File: config.mk
export PLATFORM = sky130hd
export DESIGN_NAME = adc_fifo
export DESIGN_NICKNAME = d
export VERILOG_FILES = /design/src/sv/adc_fifo.sv
export SDC_FILE = /design/constraint.sdc
export NUM_CORES = 1
export LEC_CHECK = 0
export BUFFER_PORTS_ARGS = -buffer_cell sky130_fd_sc_hd__buf_2
export CAP_MARGIN = 15
export CORE_MARGIN = 2
export CORE_UTILIZATION = 52
export DETAILED_ROUTE_END_ITERATION = 12
export PLACE_DENSITY = 0.79
export SYNTH_ARGS = -nofsm -noshare
export SYNTH_HDL_FRONTEND = slang
export SYNTH_SLANG_ARGS = --single-unit
File: constraint.sdc
create_clock -name clk -period 4.6 [get_ports clk]
set_input_delay 0.46 -clock clk [delete_from_list [all_inputs] [get_ports clk]]
set_output_delay 0.46 -clock clk [all_outputs]
set_load 0.03 [all_outputs]
File: src/sv/adc_fifo.sv
// Two-word queue used between the stages and at the result side.
module adc_fifo #(
  parameter int W = 8
) (
  input  logic         clk,
  input  logic         rst_n,
  input  logic         push,
  input  logic [W-1:0] push_data,
  output logic         full,
  input  logic         pop,
  output logic [W-1:0] pop_data,
  output logic         empty
);
  logic [W-1:0] mem_r [2];
  logic         wp_r, wp_nxt, rp_r, rp_nxt;
  logic [1:0]   cnt_r, cnt_nxt;
  logic         do_push, do_pop;

  assign full     = (cnt_r == 2'd2);
  assign empty    = (cnt_r == 2'd0);
  assign pop_data = mem_r[rp_r];
  assign do_push  = push && !full;
  assign do_pop   = pop && !empty;

  always_comb begin
    wp_nxt  = do_push ? ~wp_r : wp_r;
    rp_nxt  = do_pop ? ~rp_r : rp_r;
    cnt_nxt = cnt_r + {1'b0, do_push} - {1'b0, do_pop};
  end

  always_ff @(posedge clk) begin
    if (!rst_n) begin
      wp_r  <= 1'b0;
      rp_r  <= 1'b0;
      cnt_r <= 2'd0;
    end else begin
      wp_r  <= wp_nxt;
      rp_r  <= rp_nxt;
      cnt_r <= cnt_nxt;
    end
  end

  always_ff @(posedge clk) begin
    if (do_push) mem_r[wp_r] <= push_data;
  end
endmodule

-- Word-level counts from Yosys, hierarchy flattened
Memory sizes are Yosys's and may differ from the RTL's. A register that Yosys moved wholly into a read port is not among the register bits.
Cells that the tools add are included.
- bits in registers: 4
- bits in writable memories: 16
- word-level logic and storage cells: 18
- output and inout port bits: 10
- memories kept: 1
- memories (name ; depth ; bits a word ; read ports ; clocked after Yosys merged registers in ; wr ports ; RTL line ; text):
    mem_r ; 2 ; 8 ; 1 ; 1 ; 1 ; 14 ; logic [W-1:0] mem_r [2];
- equal/unequal tests: 1
- bitwise operators: 2
- reduce and logical (&&, ||, !) cells: 5
- $add $sub $neg: 2
- mux-type cells: 4
- operators by type and width (cell ; number):
    $mux W1 ; 4
    $add A2 B1 Y2 ; 1
    $eq A2 B2 Y1 const B ; 1
    $logic_and A1 B1 Y1 ; 2
    $logic_not A1 Y1 ; 2
    $logic_not A2 Y1 ; 1
    $not A1 Y1 ; 2
    $sub A2 B1 Y2 ; 1

-- Logic depth before layout (Yosys ltp)
Gate-level depths: netlist of run 1.
- depth after elaboration: 5
- mapped depth: 8
- mapped depth without buffers: 8

-- Least setup slack after synthesis of run 1
OpenSTA, ideal clock, no wires.
- kind: register -> register
- start: register cnt_r[0]
- end: register cnt_r[1]
- arrival: 1467 ps
- cell stages (with the launch flop): 9
- path slack: 3055 ps
- data required time: 4522 ps
- period minus slack after synthesis: 1545 ps
- cells stage by stage: dfxtp_1 > nand2b_1 > nand2_1 > ha_1 > inv_1 > ha_1 > xor2_1 > and2_2 > nor3_1
- cells in the longest elaborated chain, start to end: 5
- ends and longest elaborated chain (what ; RTL line ; text):
    start, declared ; 16 ; logic [1:0] cnt_r, cnt_nxt;
    start signal, assigned ; 39 ; cnt_r <= cnt_nxt;
    $eq A2 B2 Y1 ; 19 ; assign full = (cnt_r == 2'd2);
    $logic_not A1 Y1 ; 22 ; assign do_push = push && !full;
    $logic_and A1 B1 Y1 ; 22 ;
    $add A2 B1 Y2 ; 28 ; cnt_nxt = cnt_r + {1'b0, do_push} - {1'b0, do_pop};
    $sub A2 B1 Y2 * ; 28 ;
Every way passes the cells marked *; elsewhere a longest branch is shown, timed or not.
A chain may end at the register's enable or synchronous reset.

==> impl_metrics.csv, run 1 <==
group,metric,value,unit
critical_path,crit_path_end_kind,"primary output",
clock_network,clockBufferDepth,2,
floorplanning,rows,14,
synth,yosys_warnings,0,
synth,synthesis.area,812,sq um
critical_path,crit_slowest_cell,"dfxtp_1",
critical_path,worst-path-max-fanout,8,
clock_network,cts_buffers,3,
global_route,grt_pass1_vias,461,
clock_network,cts_sinks,21,
critical_path,cpPeakStageDelay,0.54,ns
final_layout,stdcell_area,958,sq um
global_route,grt_use_total,15.1,%
timing,slew_headroom,56.0,%
final_layout,final_common_cell,"buf_2",
global_route,grt_max_degree,12,
global_route,grt_pass1_wl,1920,microns
timing,setup-tns-final,0,ns
run_status,status,"finished, final reports clean",
clock_network,clk_latency,0.29,ns
pwr,powerDensity,593,nW/um^2
routing,dr_total_vias,465,
clock_network,post_cts_resize_count,0,
clock_network,ctsHoldBuffers,0,
synth,syn_inst,52,
synth,syn_nets,66,
timing,slew_viol_final,0,
synth,ys_types,17,
timing,timing.hold.ws,0.349,ns
clock_network,root_buffer,"clkbuf_4",
timing,setup_viol,0,
timing,period_needed,1.85,ns
placed_design,place_ws,2.88,ns
worst_hold_path,hold_class,"in2reg",
routing,first_iter_violations,4,
final_layout,syn_to_final_growth,18.0,%
critical_path,crit_chain,"mux2_2 -> buf_2",
global_route,antenna_found_initial,0,
timing,period_share,40.3,%
timing,rsz0062_at_grt,"false",
synth,ys_ff_latch,21,
critical_path,crit_buf_inv,1,
routing,drc_errors,0,
final_layout,diodes,0,
routing,avgRoutedWirePerCell,12.8,microns
floorplanning,core,1490,sq um
synth,synth_area_per_cell,15.6,sq um
clock_network,cts_setup_buffers,0,
critical_path,startpoint_type,"flip-flop",
placed_design,placed_cell_area,932,sq um
final_layout,utilization,64.4,%
final_layout,layout.nets,91,
critical_path,arrival,1.39,ns
routing,drt-pass1-iter-count,2,
routing,drt_wl_total,1180,microns
routing,antenna_left,0,
routing,viasPerCell,5.05,
timing,skew,0.00277,ns
clock_network,cts_tree,"done",
placed_design,io_buffers,21,
floorplanning,die_y,43.5,microns
floorplanning,start_util,54.5,%
pwr,vdd_drop_max,0.291,mV
final_layout,fill_cells,110,
timing,max_freq,0.540,GHz
timing,fin_ws,2.75,ns
final_layout,drive_above_1_share,44.7,%
critical_path,worst-setup-path-type,"reg2out",
floorplanning,die_x,43.5,microns
synth,ys_seq_area_share,71.5,%
clock_network,cts.clk_slew.worst_paths,0.11,ns
job,maxCapViolations,0,
timing,hold_viol_final,0,
placed_design,gp_congestion,0.657,
pwr,p_leak,0.406,nW
final_layout,final_cell_mix,"21 x buf_2, 16 x edfxtp_1, 8 x mux2_2",
global_route,global_route.overflow_total,0,
clock_network,htreeDepth,1,
timing,worst_pin_slew,0.658,ns
floorplanning,ios,22,
floorplanning,die_area,1890,sq um
critical_path,crit_required,4.14,ns
critical_path,cpLargestDelayFamily,"flip-flops",
## layer usage
metal | track usage, % | part of all wire, %
met1 | 15.7 | 41
met2 | 26.3 | 54
met3 | 6.25 | 4.8
met4 | 7.27 | 0
met5 | 0 | 0
## flip-flops by register name, summed over array words and instances (netlist names), named ones only
signal,count
wp_r,1
rp_r,1
mem_r,16
cnt_r,2
## cells in the mapped netlist
cell type	number	area, sq um
buf_2	1	5.00
and2_1	1	6.26
nor3_1	1	5.00
and2_2	1	7.51
dfxtp_1	5	100
mux2_2	8	90.1
ha_1	2	25.0
nand2_1	2	7.51
edfxtp_1	16	480
xnor2_1	1	8.76
nor2_1	5	18.8
nand2b_1	2	12.5
inv_1	3	11.3
xor2_1	1	8.76
and3_1	1	6.26
o21a_2	1	8.76
mux2i_1	1	10.0
## worst paths after layout
| kind | start | to | slack [ns] | cells past startpoint |
|---|---|---|---|---|
| max | flip-flop | pop_data[0] | 2.75 | 2 |
| min | push_data[5] | mem_r[1][5] | 0.35 | 1 |
| max reg2reg | cnt_r[0] | cnt_r[1] | 2.94 | 8 |
| min reg2reg | wp_r | wp_r | 0.52 | 2 |
## stage by stage
step	power, mW	std cells
finish	0.568	92
global route	0.608	92
CTS	0.577	92
global placement	0.485	88
floorplan	0.437	52
detailed placement	0.494	88
## power by group
part | switching (mW) | leakage [nW] | total [mW] | internal (mW)
Clock | 0.0498 | 0.0150 | 0.0835 | 0.0337
Combinational | 0.130 | 0.200 | 0.211 | 0.0811
Sequential | 0.0258 | 0.191 | 0.274 | 0.248
## kinds of logic (layout without fill, tap and decap cells)
logic type,Yosys count,after routing,share of synthesized area [%]
flops,21,21,71.5
simple gates,13,13,7.86
mux,9,9,12.3
buf+inv,4,28,2.00
fa+ha+maj,2,2,3.08
xor+xnor,2,2,2.16
compound gates,1,1,1.08
## layout make-up
| class | count | area (sq um) | area share, % |
|---|---|---|---|
| well taps | 16 | 20.0 | 2.09 |
| repair buffers | 21 | 105 | 11.0 |
| multi-input cells | 27 | 215 | 22.5 |
| flip-flops and latches | 21 | 581 | 60.6 |
| inverters | 3 | 11.3 | 1.17 |
| clock buffers | 4 | 26.3 | 2.74 |
Power figures use the tool's default switching activity.
==> run 2: changes to the inputs <==
CORE_UTILIZATION = 44   (was 52)
PLACE_DENSITY = 0.71   (was 0.79)
clock period = 1.5 ns   (was 4.6 ns; I/O delays follow)
==> run 2 against run 1 <==
Effect of this change: the run now ends with setup timing left; final area increased by 12%; die area increased by 16%; flip-flop and latch count unchanged; core utilization decreased by 2.2 points; cell count increased by 15%; clock skew decreased by 0.0018 ns; via count increased by 3.0%; first-iteration DRC count decreased by 75%; critical endpoint is now cnt_r[1]; largest cell class unchanged; largest power group unchanged.
==> impl_metrics.csv, run 2 (synthesized netlist as in run 1, its figures left out) <==
group,metric,value,unit
floorplanning,die_x,47.0,microns
global_route,busiest_layer,"met2",
timing,fin_ws,-0.0737,ns
global_route,met1_usage,11.3,%
timing,hold_viol_final,0,
critical_path,crit_path_end_kind,"flip-flop",
critical_path,path_common_cell,"ha_4",
floorplanning,start_util,47.0,%
global_route,grt_use_total,11.9,%
clock_network,cts.clk_slew.worst_paths,0.10,ns
final_layout,final_cell_mix,"21 x buf_2, 16 x edfxtp_1, 8 x mux2_2",
final_layout,stdcell_area,1070,sq um
routing,dr_total_vias,479,
job,maxCapViolations,0,
timing,slew_viol_final,0,
placed_design,placed_cell_area,993,sq um
routing,drt-pass1-iter-count,4,
timing,worst_pin_slew,0.378,ns
clock_network,htreeDepth,1,
clock_network,clockBufferDepth,2,
critical_path,r2r_start,"cnt_r[1]",
global_route,grt_max_degree,12,
critical_path,cpPeakStageDelay,0.38,ns
pwr,clkPwrFrac,13.0,%
placed_design,dp_hpwl,855,microns
clock_network,cts_setup_buffers,0,
routing,viasPerCell,4.52,
final_layout,drive_above_1_share,60.5,%
final_layout,regMostFlops,"mem_r",
placed_design,gp_congestion,0.711,
routing,antenna_left,0,
timing,skew,0.000939,ns
floorplanning,ios,22,
routing,drt_wl_total,1260,microns
global_route,use_met3,4.23,%
worst_hold_path,hold_class,"in2reg",
critical_path,crit_end,"cnt_r[1]",
global_route,grt_use_met2,20.3,%
clock_network,cts_sinks,21,
global_route,grt_pass1_vias,438,
routing,first_iter_violations,1,
critical_path,arrival,1.79,ns
critical_path,worst-setup-path-type,"reg2reg",
critical_path,crit_cells,7,
critical_path,startpoint_type,"flip-flop",
pwr,powerDensity,1810,nW/um^2
clock_network,clk_latency,0.29,ns
global_route,global_route.overflow_total,0,
final_layout,syn_to_final_growth,32.2,%
final_layout,utilization,62.2,%
global_route,grt_pass1_wl,1680,microns
routing,drc_errors,0,
routing,avgRoutedWirePerCell,11.8,microns
final_layout,final_common_cell,"buf_2",
timing,period_share,105,%
pwr,p_leak,0.440,nW
critical_path,crit_buf_inv,1,
critical_path,cp-startpoint,"cnt_r[1]",
final_layout,diodes,0,
placed_design,io_buffers,21,
floorplanning,die_y,47.0,microns
critical_path,crit_chain,"o21a_4 -> ha_4 -> inv_2 -> ha_4 -> xor2_2 -> and2_4 -> nor3_2",
floorplanning,die_area,2210,sq um
run_status,violations,"setup timing",
final_layout,reg_top3,"mem_r: 16 flops, cnt_r: 2 flops",
critical_path,crit_slowest_cell,"dfxtp_4",
timing,max_freq,0.635,GHz
timing,rsz0062_at_grt,"true",
clock_network,cts_tree,"done",
critical_path,cpLargestDelayFamily,"adder cells",
clock_network,ctsHoldBuffers,0,
final_layout,layout.nets,96,
critical_path,rr_endpoint,"cnt_r[1]",
critical_path,crit_required,1.72,ns
pwr,p_switching,0.701,mW
placed_design,place_ws,-0.0572,ns
critical_path,r2r_cells,7,
global_route,antenna_found_initial,0,
critical_path,worst-path-max-fanout,3,
floorplanning,rows,15,
pwr,comb_power_share,43.0,%
timing,setup_viol,1,
clock_network,root_buffer,"clkbuf_4",
clock_network,cts_buffers,3,
floorplanning,core,1730,sq um
run_status,status,"complete, but fails checks",
pwr,intPower,1.25,mW
timing,slew_headroom,74.8,%
timing,period_needed,1.57,ns
pwr,vdd_drop_max,0.944,mV
critical_path,rrSetupSlack,-0.07,ns
final_layout,largest_reg_flops,16,
pwr,seq_power_share,44.0,%
pwr,swShare,36.0,%
-- run 2: power by group through the flow --
stage	registers (mW)	clock network (mW)	logic [mW]
3_5_place_dp	0.856	0	0.744
3_3_place_gp	0.853	0	0.734
5_1_grt	0.871	0.285	0.893
6_report	0.857	0.253	0.838
2_1_floorplan	0.822	0	0.548
4_1_cts	0.847	0.268	0.755
-- run 2: final cells by class --
cell class | count | area, sq um
inverters | 3 | 11.3
multi-input cells | 27 | 275
flip-flops and latches | 21 | 587
clock buffers | 4 | 26.3
repair buffers | 26 | 143
fillers | 148 | 653
well taps | 25 | 31.3
-- run 2: how the worst min path moves through the flow --
stage                     depth (start not counted)          end         start  slack [ns]
after floorplan                                   0  mem_r[0][0]  push_data[0]        0.25
after global routing                              1  mem_r[1][1]  push_data[1]        0.02
after CTS                                         1  mem_r[0][1]  push_data[1]        0.03
after detailed placement                          1  mem_r[1][1]  push_data[1]        0.34
final                                             1  mem_r[0][1]  push_data[1]        0.04
after global placement                            1  mem_r[0][3]  push_data[3]        0.34
-- run 2: metal layers --
metal	wire [microns]	up-vias
li1	-	242
met1	471	223
met2	694	12
met3	70	2
met4	18	0
met5	0	-
-- run 2: timing repair --
action | CTS | global route
hold endpoints to repair | 0 | 0
pin swaps | 0 | 6
cloned | 0 | 0
endpoints found under the setup margin | 9 | 1
gates resized for setup | 2 | 9
-- run 2: through the flow --
stage	power, mW	TNS [ns]	hold WS, ns	cells
after CTS	1.87	-0.0492	0.0287	106
after global placement	1.59	0	0.338	102
after detailed placement	1.60	-0.0572	0.342	102
after floorplan	1.37	0	0.249	52
final	1.95	-0.0737	0.0417	106
after global routing	2.05	-0.119	0.0187	106
