File: src/sv/adc_pkg.sv
// Shared types and constants for the access decision cache.
package adc_pkg;

  localparam int DEF_SLOT_COUNT     = 256;
  localparam int DEF_ENTRY_CAPACITY = 180;
  localparam int HASH_W             = 32;
  localparam int CLASS_SHIFT        = 3;

  typedef enum logic [1:0] {
    OP_CHECK = 2'd0,
    OP_FILL  = 2'd1,
    OP_INVAL = 2'd2,
    OP_NOP   = 2'd3
  } op_t;

  typedef enum logic [2:0] {
    ST_IDLE,
    ST_RECLAIM,
    ST_LOOKUP,
    ST_DECIDE,
    ST_RESP
  } eng_state_t;

  typedef struct packed {
    logic [1:0]  opcode;
    logic [31:0] target_sid;
    logic [15:0] object_class;
    logic [31:0] required_perms;
    logic [31:0] fill_allowed;
    logic [31:0] fill_audit_allow;
    logic [31:0] fill_audit_deny;
    logic        new_enforcing;
  } in_t;

  typedef struct packed {
    logic        hit;
    logic        granted;
    logic [31:0] denied_mask;
    logic [31:0] audited_mask;
    logic        audit_is_denial;
  } out_t;

endpackage

File: src/sv/adc_fifo.sv
// Two-word queue used between the stages and at the result side.
module adc_fifo #(
  parameter int W = 8
) (
  input  logic         clk,
  input  logic         rst_n,
  input  logic         push,
  input  logic [W-1:0] push_data,
  output logic         full,
  input  logic         pop,
  output logic [W-1:0] pop_data,
  output logic         empty
);
  logic [W-1:0] mem_r [2];
  logic         wp_r, wp_nxt, rp_r, rp_nxt;
  logic [1:0]   cnt_r, cnt_nxt;
  logic         do_push, do_pop;

  assign full     = (cnt_r == 2'd2);
  assign empty    = (cnt_r == 2'd0);
  assign pop_data = mem_r[rp_r];
  assign do_push  = push && !full;
  assign do_pop   = pop && !empty;

  always_comb begin
    wp_nxt  = do_push ? ~wp_r : wp_r;
    rp_nxt  = do_pop ? ~rp_r : rp_r;
    cnt_nxt = cnt_r + {1'b0, do_push} - {1'b0, do_pop};
  end

  always_ff @(posedge clk) begin
    if (!rst_n) begin
      wp_r  <= 1'b0;
      rp_r  <= 1'b0;
      cnt_r <= 2'd0;
    end else begin
      wp_r  <= wp_nxt;
      rp_r  <= rp_nxt;
      cnt_r <= cnt_nxt;
    end
  end

  always_ff @(posedge clk) begin
    if (do_push) mem_r[wp_r] <= push_data;
  end
endmodule

File: src/sv/adc_front.sv
// Front end: takes request words, reduces the key hash to a slot for fills, queues commands.
module adc_front #(
  parameter int SLOT_COUNT = adc_pkg::DEF_SLOT_COUNT,
  parameter int SW         = $clog2(SLOT_COUNT)
) (
  input  logic          clk,
  input  logic          rst_n,
  input  logic          push,
  input  adc_pkg::in_t  in_data,
  output logic          full,
  input  logic          q_pop,
  output adc_pkg::in_t  q_cmd,
  output logic [SW-1:0] q_slot,
  output logic          q_empty
);
  import adc_pkg::*;

  localparam int QW = $bits(in_t) + SW;
  // floor(2^(32+SW) / SLOT_COUNT), below 2^33
  localparam logic [64:0] RECIP     = (65'd1 << (32 + SW)) / 65'(SLOT_COUNT);
  localparam logic [2:0]  RED_STEPS = 3'd4;

  logic              busy_r, busy_nxt;
  in_t               hold_r;
  logic [HASH_W-1:0] hash_r;
  logic [64:0]       prod_r, prod_nxt;
  logic [31:0]       quo, qn_r, qn_nxt;
  logic [SW:0]       diff_r, diff_nxt;
  logic [SW-1:0]     rem_r, rem_nxt;
  logic [2:0]        cnt_r;
  logic              accept, is_fill, done, q_push, q_full, iter;
  logic [QW-1:0]     q_out;

  assign full    = busy_r;
  assign accept  = push && !busy_r;
  assign is_fill = (op_t'(hold_r.opcode) == OP_FILL);
  assign iter    = busy_r && is_fill && (cnt_r != RED_STEPS);
  assign done    = busy_r && !iter;
  assign q_push  = done && !q_full;

  // hash mod SLOT_COUNT by reciprocal multiply: the quotient estimate is low
  // by at most one, so one conditional subtract finishes it; one stage per cycle
  always_comb begin
    prod_nxt = 65'(hash_r) * RECIP;
    quo      = 32'(prod_r >> (32 + SW));
    qn_nxt   = quo * 32'(SLOT_COUNT);
    diff_nxt = (SW+1)'(hash_r - qn_r);
    rem_nxt  = (diff_r >= (SW+1)'(SLOT_COUNT)) ? SW'(diff_r - (SW+1)'(SLOT_COUNT))
                                               : diff_r[SW-1:0];
    busy_nxt = accept ? 1'b1 : (q_push ? 1'b0 : busy_r);
  end

  always_ff @(posedge clk) begin
    if (!rst_n) busy_r <= 1'b0;
    else        busy_r <= busy_nxt;
  end

  always_ff @(posedge clk) begin
    if (accept) begin
      hold_r <= in_data;
      hash_r <= in_data.target_sid ^ {13'd0, in_data.object_class, 3'd0};
      rem_r  <= '0;
      cnt_r  <= '0;
    end else if (iter) begin
      prod_r <= prod_nxt;
      qn_r   <= qn_nxt;
      diff_r <= diff_nxt;
      rem_r  <= rem_nxt;
      cnt_r  <= cnt_r + 3'd1;
    end
  end

  adc_fifo #(.W(QW)) u_cmd_q (
    .clk      (clk),
    .rst_n    (rst_n),
    .push     (q_push),
    .push_data({rem_r, hold_r}),
    .full     (q_full),
    .pop      (q_pop),
    .pop_data (q_out),
    .empty    (q_empty)
  );

  assign q_cmd  = in_t'(q_out[$bits(in_t)-1:0]);
  assign q_slot = q_out[QW-1:$bits(in_t)];
endmodule

File: config.mk
export PLATFORM = sky130hd
export DESIGN_NAME = adc_front
export DESIGN_NICKNAME = d
export VERILOG_FILES = /design/src/sv/adc_pkg.sv /design/src/sv/adc_fifo.sv /design/src/sv/adc_front.sv
export SDC_FILE = /design/constraint.sdc
export NUM_CORES = 1
export LEC_CHECK = 0
export BUFFER_PORTS_ARGS = -buffer_cell sky130_fd_sc_hd__buf_2
export CORE_ASPECT_RATIO = 0.6
export CORE_MARGIN = 2
export CORE_UTILIZATION = 55
export DETAILED_ROUTE_END_ITERATION = 8
export GPL_TIMING_DRIVEN = 0
export HOLD_SLACK_MARGIN = 0.1
export PLACE_DENSITY = 0.8
export SYNTH_ARGS = -nofsm -noshare
export SYNTH_HDL_FRONTEND = slang
export SYNTH_HIERARCHICAL = 1
export SYNTH_SLANG_ARGS = --single-unit
File: constraint.sdc
create_clock -name clk -period 13 [get_ports clk]
set_input_delay 2.6 -clock clk [delete_from_list [all_inputs] [get_ports clk]]
set_output_delay 2.6 -clock clk [all_outputs]
set_load 0.02 [all_outputs]
# Word-level counts from Yosys, hierarchy flattened
# Memories as Yosys holds them, arrays and structs flattened. A register that Yosys moved wholly into a read port is not among the register bits.
# Index checks and enable logic that the tools add are counted.
dict set report word_totals {
  reg_bits 223
  wordCells 53
  memories 1
  ram_bits 374
  latchBits 0
  output_inout_bits 189
  rom_bits 0
}
dict set report op_classes {
  addsub 5
  mul 0
  bitwise_logic 4
  n_eq_ne 3
  reduce_logical 14
  n_div 0
  mux 7
  order_cmp 1
  n_shift 0
}
# memory depth width read_ports rd_clocked_by_memory_dff write_ports line_no
set mem_list {}
lappend mem_list {u_cmd_q.mem_r 2 187 1 1 1 adc_fifo.sv:14} ;# logic [W-1:0] mem_r [2];
# op n
set op_table {}
lappend op_table {{9-bit >= comparator, second input constant} 1}
lappend op_table {{9-bit subtractor} 1}
lappend op_table {{9-bit bitwise XOR} 1}
lappend op_table {{8-bit 2-to-1 mux} 1}
lappend op_table {{8-bit by 1-bit subtractor with 8-bit output, second input constant} 1}
lappend op_table {{1-bit logical AND} 7}
lappend op_table {{1-bit 2-to-1 mux} 6}
lappend op_table {{1-bit zero test} 4}
lappend op_table {{3-bit by 1-bit adder with 3-bit output, second input constant} 1}
lappend op_table {{3-bit != test, second input constant} 1}
lappend op_table {{1-bit inverter} 3}
lappend op_table {{2-bit by 1-bit adder with 2-bit output} 1}
lappend op_table {{2-bit by 1-bit equality test with 1-bit output, second input constant} 1}
lappend op_table {{2-bit equality test, second input constant} 1}
lappend op_table {{2-bit zero test} 1}
lappend op_table {{2-bit AND reduction} 1}
lappend op_table {{2-bit nonzero test} 1}
lappend op_table {{2-bit by 1-bit subtractor with 2-bit output} 1}

# Longest topological paths before layout
# Gate-level depths: netlist of the first run.
dict set report logic_depth {
  depth_word 9
  mapped_depth 11
  depth_no_buf 11
}

# Cells and area by module
# The synthesis of the first run kept the hierarchy.
# mod n_inst cells_each area_per_inst_um2
set modules_own_cells {}
lappend modules_own_cells {adc_fifo 1 609 14263.7}
lappend modules_own_cells {adc_front 1 258 6353.6}

# Worst setup path before layout of the first run
# No wires, ideal clock.
dict set report synth_timing {
  kind {reg2reg}
  start {register u_cmd_q.cnt_r[0]}
  end {memory u_cmd_q/mem_r[0][0] (netlist bit), enable pin}
  stages_incl_launch_ff 7
  t_arrival_ns 8.700
  setup_time_ns 0.737
  setup_slack_ns 3.563
  synth_period_minus_slack_ns 9.437
  path_cell_list {dfxtp_1 > nand2b_1 > inv_1 > nand2b_1 > a21oi_1 > nand2_1 > nor2_1}
}
dict set report synth_between {
  elab_chain_cells 6
}
# element line_no
set synth_rtl {}
lappend synth_rtl {{start: declaration} adc_fifo.sv:16} ;# logic [1:0] cnt_r, cnt_nxt;
lappend synth_rtl {{start signal: assignment} adc_fifo.sv:39} ;# cnt_r <= cnt_nxt;
lappend synth_rtl {{2-bit equality test} adc_fifo.sv:19} ;# assign full = (cnt_r == 2'd2);
lappend synth_rtl {{named net q_full} adc_front.sv:31} ;# logic accept, is_fill, done, q_push, q_full, iter;
lappend synth_rtl {{1-bit zero test} adc_front.sv:39} ;# assign q_push = done && !q_full;
lappend synth_rtl {{1-bit logical AND} adc_front.sv:39}
lappend synth_rtl {{named net q_push} adc_front.sv:31}
lappend synth_rtl {{1-bit logical AND} adc_fifo.sv:22} ;# assign do_push = push && !full;
lappend synth_rtl {{1-bit 2-to-1 mux} adc_fifo.sv:44} ;# if (do_push) mem_r[wp_r] <= push_data;
lappend synth_rtl {{1-bit 2-to-1 mux (implied by the code)} adc_fifo.sv:44}
lappend synth_rtl {{end: declaration} adc_fifo.sv:14}
# The timed path passes the listed nets, and every way through them passes these cells.

==> summary.txt, run 1 <==
Run status
  – Status: finished, final reports clean

Synthesis
  – Most numerous cell in the Yosys netlist: edfxtp_1
  – Compound-cell area share of the yosys netlist: 0.00564
  – Synth top area share: 0.824
  – Sequential-to-total area share from yosys stat: 0.841
  – Post-Syn Instances: 867
  – Yosys top cell by area: edfxtp_1
  – #FFs+latches synth: 583
  – Post-Synth XOR/XNOR Area: 0.00297
  – Post-Synth Simple-Gate Area: 0.00953
  – Mux contribution to synthesized area: 0.126
  – Ranking of synthesized cells by area: edfxtp_1 (82%), mux2_4 (9.5%), mux2_2 (3.1%), dfxtp_1 (1.7%), buf_6 (0.93%)
  – Top post-synthesis cells by count: edfxtp_1 (566), mux2_4 (130), mux2_2 (57)
  – Syn avg cell area: 23.8 µm²
  – Main combinational cell family by area after synthesis: multiplexers
  – Adder-cell share of the synthesized area: 0.00243
  – Yosys Warn Count: 6
  – Post-synth EDFFs: 566
  – Cell variety after synth: 28
  – Synth Flop Type: edfxtp_1
  – Syn nets: 1054
  – Async SR Flop Fraction: 0
  – Synthesized cell area: 0.0206 mm²

Drt
  – ANT nets after route: 0
  – Vias per cell: 5.08
  – DR vias: 9400
  – Total wire length: 38900 µm
  – WL/cell: 21.0 µm
  – Initial DRC Count: 638
  – Pre-antenna DRT Iters: 4
  – DRC Markers: 0

STA
  – RSZ-0062 raised after global routing: false
  – Skew final: 0.0215 ns
  – Fmax: 0.216 GHz
  – Endpoints failing hold: 0
  – Final Slew Violations: 0
  – Final min period: 4.63 ns
  – Worst slew pin tran: 0.685 ns
  – Setup ws final: 8.37 ns
  – Final setup viols: 0
  – Period utilization: 0.356
  – Max_slew headroom: 0.543

Final layout
  – Number of fill cells in the layout: 2325
  – Nets: 1488
  – Multi-input gate area: 0.00304 mm²
  – Storage element area: 0.0173 mm²
  – Area growth syn-to-layout: 21.2%
  – Layout cells sized above 1: 0.504

Global routing
  – Total congestion overflow: 0
  – Number of global-route vias before repair: 9752
  – First-pass GRT wire length: 56900 µm
  – Initial antenna violation count: 14
  – Largest net degree at the start of global routing: 115
  – GR Util All Layers: 0.196

Clock tree
  – Total CTS buffers: 50
  – Latest clock arrival within the worst-skew pair: 0.58 ns
  – Clk sink count: 583
  – Resized cells post-CTS: 0
  – Clock Tree Root: clkbuf_16
  – Clk slew on worst S/H paths: 0.07 ns
  – CTS tree: built
  – Setup Buffers After CTS: 0
  – CTS H-tree depth: 2
  – # hold bufs at CTS: 0
  – Max Buffers Root-to-Sink: 3

Critical path
  – CP max FO: 10
  – Crit path launch type: flop
  – CP required: 10.40 ns
  – Setup CP Type: reg -> out
  – Crit path DAT: 2.03 ns
  – Crit end category: primary output

Placement
  – Worst slack, placed: 8.70 ns
  – RD Place Congestion: 0.739
  – PortBufs: 371
  – Final HPWL DP: 25700 µm

Power and ir drop
  – Maximum VDD drop: 153 µV
  – Power Total: 5160 µW
  – Static Leak: 0.00922 µW
  – Pwr Density: 206 mW/mm²

Floorplan
  – Die Width: 254 µm
  – I/O pins: 372
  – Core area: 0.0366 mm²
  – Initial core utilization: 0.563
  – Die Y: 154 µm
  – Die area: 0.0391 mm²
  – Num rows: 54

Hold path
  – Hold Crit Class: reg -> reg

Job
  – Max-Cap Viols: 0
-- metrics by stage --
stage | util | setup TNS [ns] | instances | hold WS, ns | instance area [µm²]
3_5_place_dp | 0.639 | 0 | 1753 | 0.407 | 23400
5_1_grt | 0.682 | 0 | 1849 | 0.428 | 25000
4_1_cts | 0.682 | 0 | 1846 | 0.422 | 25000
6_report | 0.682 | 0 | 1851 | 0.421 | 25000
3_3_place_gp | 0.631 | -224.41 | 1742 | 0.405 | 23100
2_1_floorplan | - | 0 | 867 | 0.400 | 20600
-- cell type report --
type                       count  area share
antenna                        5    0.000501
buffer                        25     0.00921
clock buffer                  62      0.0531
clock inverter                31      0.0106
inverter                       6     0.00120
multi-input combinational    253       0.122
sequential                   583       0.694
tap                          504      0.0252
timing repair buffer         382      0.0846
-- metal layers --
metal | part of all wire | track usage | routed length (µm) | vias to the layer above
li1 | - | - | - | 4319
met1 | 0.40 | 0.242 | 15500 | 4707
met2 | 0.51 | 0.334 | 19700 | 283
met3 | 0.070 | 0.0609 | 2720 | 81
met4 | 0.026 | 0.0577 | 1010 | 10
met5 | 0.0017 | 0 | 67 | -
-- sequential cells by signal (all words and copies together), names as in the netlist, named ones only --
register / flops
hash_r: 5
u_cmd_q/mem_r: 374
rem_r: 8
full: 1
u_cmd_q/rp_r: 1
diff_r: 8
u_cmd_q/cnt_r: 2
u_cmd_q/wp_r: 1
cnt_r: 3
hold_r: 179
-- critical path: stages (launching register included) --
cell and delay, ns:
dfxtp_1 0.32, buf_6 0.16, buf_6 0.22, buf_6 0.25, mux2_4 0.32, buf_2 0.17
-- cell usage in the layout (no fill, tap or decap), drive strengths merged --
cell and n:
o211ai 1, nand2b 4, nand2 12, nand3 10, xor2 6, diode 5, o21ai 11, dfxtp 17
clkinv 26, nor2 6, bufinv 4, nand4b 1, o31ai 1, clkinvlp 1, inv 6, mux2i 1
o21a 1, edfxtp 566, buf 406, mux2 187, clkbuf 63, a21oi 1, xnor2 1, nor3 1
and3b 1, and2 3, ha 4, and3 1
-- final timing paths --
kind,from,slack (ns),end,cells past startpoint
max,flop,8.37,q_cmd[149],5
min,hash_r[4],0.42,diff_r[4],0
max reg2reg,u_cmd_q/cnt_r[0],10.12,u_cmd_q/mem_r[0][26],10
min reg2reg,hash_r[4],0.42,diff_r[4],0
-- power breakdown --
group	internal, µW	leakage [µW]	switching, µW
logic	566	0.00304	762
registers	2320	0.00540	65.1
clock network	806	0.000781	637
-- logic make-up (layout without fill, tap and decap cells) --
family,after synthesis,in the layout
flops,583,583
mux,188,188
simple gates,39,39
buf+inv,31,506
compound gates,15,15
xor+xnor,7,7
fa+ha+maj,4,4
other cells,0,5
No activity file was read; power rests on OpenSTA's default activity.
==> run 2, diff against run 1 <==
==> constraint.sdc (replaced) <==
create_clock -name clk -period 4.4 [get_ports clk]
set_input_delay 0.88 -clock clk [delete_from_list [all_inputs] [get_ports clk]]
set_output_delay 0.88 -clock clk [all_outputs]
set_load 0.02 [all_outputs]
==> run 2 against run 1 <==
Net effect: sequential cell count unchanged; sequential power increased to 2.9 times the previous value; final cell count increased by 0.38%; clock-buffer cell count decreased by 1; critical path depth unchanged; non-clock buffer count increased by 3.
==> summary.txt, run 2 (synthesis results as in run 1) <==
Clock tree
  – Setup Buffers After CTS: 0 (unchanged)
  – Max Buffers Root-to-Sink: 3 (unchanged)
  – CTS tree: built (unchanged)
  – Clock Tree Root: clkbuf_16 (unchanged)
  – # hold bufs at CTS: 0 (unchanged)
  – Resized cells post-CTS: 0 (unchanged)
  – Clk slew on worst S/H paths: 0.07 ns (about the same)
  – Clk sink count: 583 (unchanged)
  – CTS H-tree depth: 2 (unchanged)
  – Total CTS buffers: 50 (unchanged)
  – Latest clock arrival within the worst-skew pair: 0.56 ns (was 0.58 ns)

Critical path
  – R2R setup slack: 1.56 ns (was 10.12 ns)
  – Worst R2R Start: cnt_r[0] (was u_cmd_q/cnt_r[0])
  – Crit path launch type: flop (unchanged)
  – RR Endpoint: u_cmd_q/mem_r[0][69] (was u_cmd_q/mem_r[0][26])
  – Cell mode on critical path: buf_6 (unchanged)
  – Critical Path, Cell by Cell: buf_6 > buf_6 > buf_6 > mux2_4 > buf_2 (unchanged)
  – Reg2reg path depth: 9 (was 10)
  – Crit path DAT: 2.04 ns (was 2.03 ns)
  – CP max FO: 10 (unchanged)
  – CP max stage delay: 0.33 ns (was 0.32 ns)
  – CP required: 3.52 ns (was 10.40 ns)
  – Crit end category: primary output (unchanged)
  – Setup CP Type: reg -> out (unchanged)
  – Critical-path top delay cell: dfxtp_1 (unchanged)

Drt
  – Vias per cell: 5.08 (about the same)
  – Pre-antenna DRT Iters: 5 (was 4)
  – Total wire length: 39300 µm (was 38900 µm)
  – Initial DRC Count: 528 (was 638)
  – DR vias: 9447 (was 9400)
  – ANT nets after route: 0 (unchanged)
  – WL/cell: 21.1 µm (was 21.0 µm)
  – DRC Markers: 0 (unchanged)

Placement
  – Placed inst area: 0.0234 mm² (about the same)
  – Final HPWL DP: 26400 µm (was 25700 µm)
  – Placed Instances: 1756 (was 1753)
  – RD Place Congestion: 0.770 (was 0.739)
  – PortBufs: 371 (unchanged)

Hold path
  – Hold endpoint: diff_r[5] (was diff_r[4])
  – HP Start: hash_r[5] (was hash_r[4])
  – Hold Crit Class: reg -> reg (unchanged)
  – Hold depth: 0 (unchanged)

Run status
  – Status: finished, final reports clean (unchanged)

Final layout
  – Layout cells sized above 1: 0.507 (was 0.504)
  – Most flop-heavy register: u_cmd_q/mem_r (unchanged)
  – Layout Cells excl Fill: 1858 (was 1851)
  – Non-Filler Cell Area, Final: 0.0250 mm² (about the same)
  – Final Util: 0.683 (was 0.682)
  – Area growth syn-to-layout: 21.2% (about the same)
  – Number of fill cells in the layout: 2295 (was 2325)
  – Largest registers: u_cmd_q/mem_r (374), hold_r (179) (unchanged)
  – Most common cell after layout, fill and taps aside: edfxtp_1 (unchanged)
  – Max reg flops: 374 (unchanged)
  – Most frequent cells in the layout: edfxtp_1 (566), buf_2 (378), mux2_4 (130) (unchanged)
  – Nets: 1491 (was 1488)

Global routing
  – GR Util met1: 0.255 (was 0.242)
  – Met3 Track Usage GR: 0.0589 (was 0.0609)
  – Total congestion overflow: 0 (unchanged)
  – Met2 global-route usage: 0.325 (was 0.334)
  – First-pass GRT wire length: 57900 µm (was 56900 µm)
  – GR Util All Layers: 0.200 (was 0.196)
  – Number of global-route vias before repair: 9866 (was 9752)
  – Largest net degree at the start of global routing: 63 (was 115)
  – Initial antenna violation count: 16 (was 14)
  – Top Usage Layer GRT: met2 (unchanged)

Floorplan
  – Die Y: 154 µm (unchanged)
  – Num rows: 54 (unchanged)
  – Die area: 0.0391 mm² (unchanged)
  – Core area: 0.0366 mm² (unchanged)
  – Initial core utilization: 0.563 (unchanged)
  – Die Width: 254 µm (unchanged)
  – I/O pins: 372 (unchanged)

STA
  – Fmax: 0.343 GHz
  – Skew final: 0.0209 ns (was 0.0215 ns)
  – RSZ-0062 raised after global routing: false (unchanged)
  – Worst slew pin tran: 0.756 ns (was 0.685 ns)
  – Final min period: 2.92 ns
  – Worst hold slack: 0.415 ns (was 0.421 ns)
  – Endpoints failing hold: 0 (unchanged)
  – Period utilization: 0.663
  – Max_slew headroom: 0.495 (was 0.543)
  – Final Slew Violations: 0 (unchanged)
  – Final setup viols: 0 (unchanged)

Power and ir drop
  – Static Leak: 0.00921 µW (was 0.00922 µW)
  – Pwr Density: 606 mW/mm² (was 206 mW/mm²)
  – Power Total: 15200 µW (was 5160 µW)
  – Maximum VDD drop: 457 µV (was 153 µV)

Job
  – Max-Cap Viols: 0 (unchanged)
[run 2: worst max path at each step]
stage,from,endpoint,slack [ns],cells after the start
after CTS,flop,q_cmd[99],1.42,5
final,flop,q_cmd[99],1.48,5
after detailed placement,u_cmd_q/cnt_r[0],u_cmd_q/mem_r[0][43],1.51,9
after global routing,u_cmd_q/cnt_r[0],u_cmd_q/mem_r[0][43],1.32,9
after global placement,push,hold_r[43],-1.67,3
after floorplan,u_cmd_q/cnt_r[0],u_cmd_q/mem_r[0][0],0.22,6
[run 2: power breakdown]
part | leakage, µW | total, µW | switching (µW) | internal, µW
combinational | 0.00306 | 3930 | 2260 | 1670
clock | 0.000752 | 4180 | 1870 | 2300
sequential | 0.00540 | 7050 | 190 | 6860
[run 2: layout make-up]
type | count | area (µm²) | area share
sequential | 583 | 17300 | 0.694
multi-input combinational | 253 | 3040 | 0.122
timing repair buffer | 385 | 2160 | 0.0864
clock buffer | 61 | 1310 | 0.0526
tap | 504 | 631 | 0.0252
clock inverter | 31 | 234 | 0.00936
buffer | 25 | 230 | 0.00921
inverter | 6 | 26.3 | 0.00105
antenna | 10 | 25.0 | 0.00100
[run 2: worst max-delay path, delay by kind of cell, from the launching register on]
kind     cells  cell delay [ns]
buf+inv      4             0.80
flops        1             0.33
mux          1             0.33
[run 2: through the flow]
stage	worst slack (ns)	TNS (ns)
5_1_grt	1.32	0
4_1_cts	1.42	0
6_report	1.48	0
3_5_place_dp	1.51	0
3_3_place_gp	-1.67	-691.12
2_1_floorplan	0.223	0
[run 2: layer usage]
layer / wire length [µm] / part of all wire
met1: 15600 / 0.40
met2: 19400 / 0.49
met3: 3020 / 0.077
met4: 1210 / 0.031
met5: 46 / 0.0012
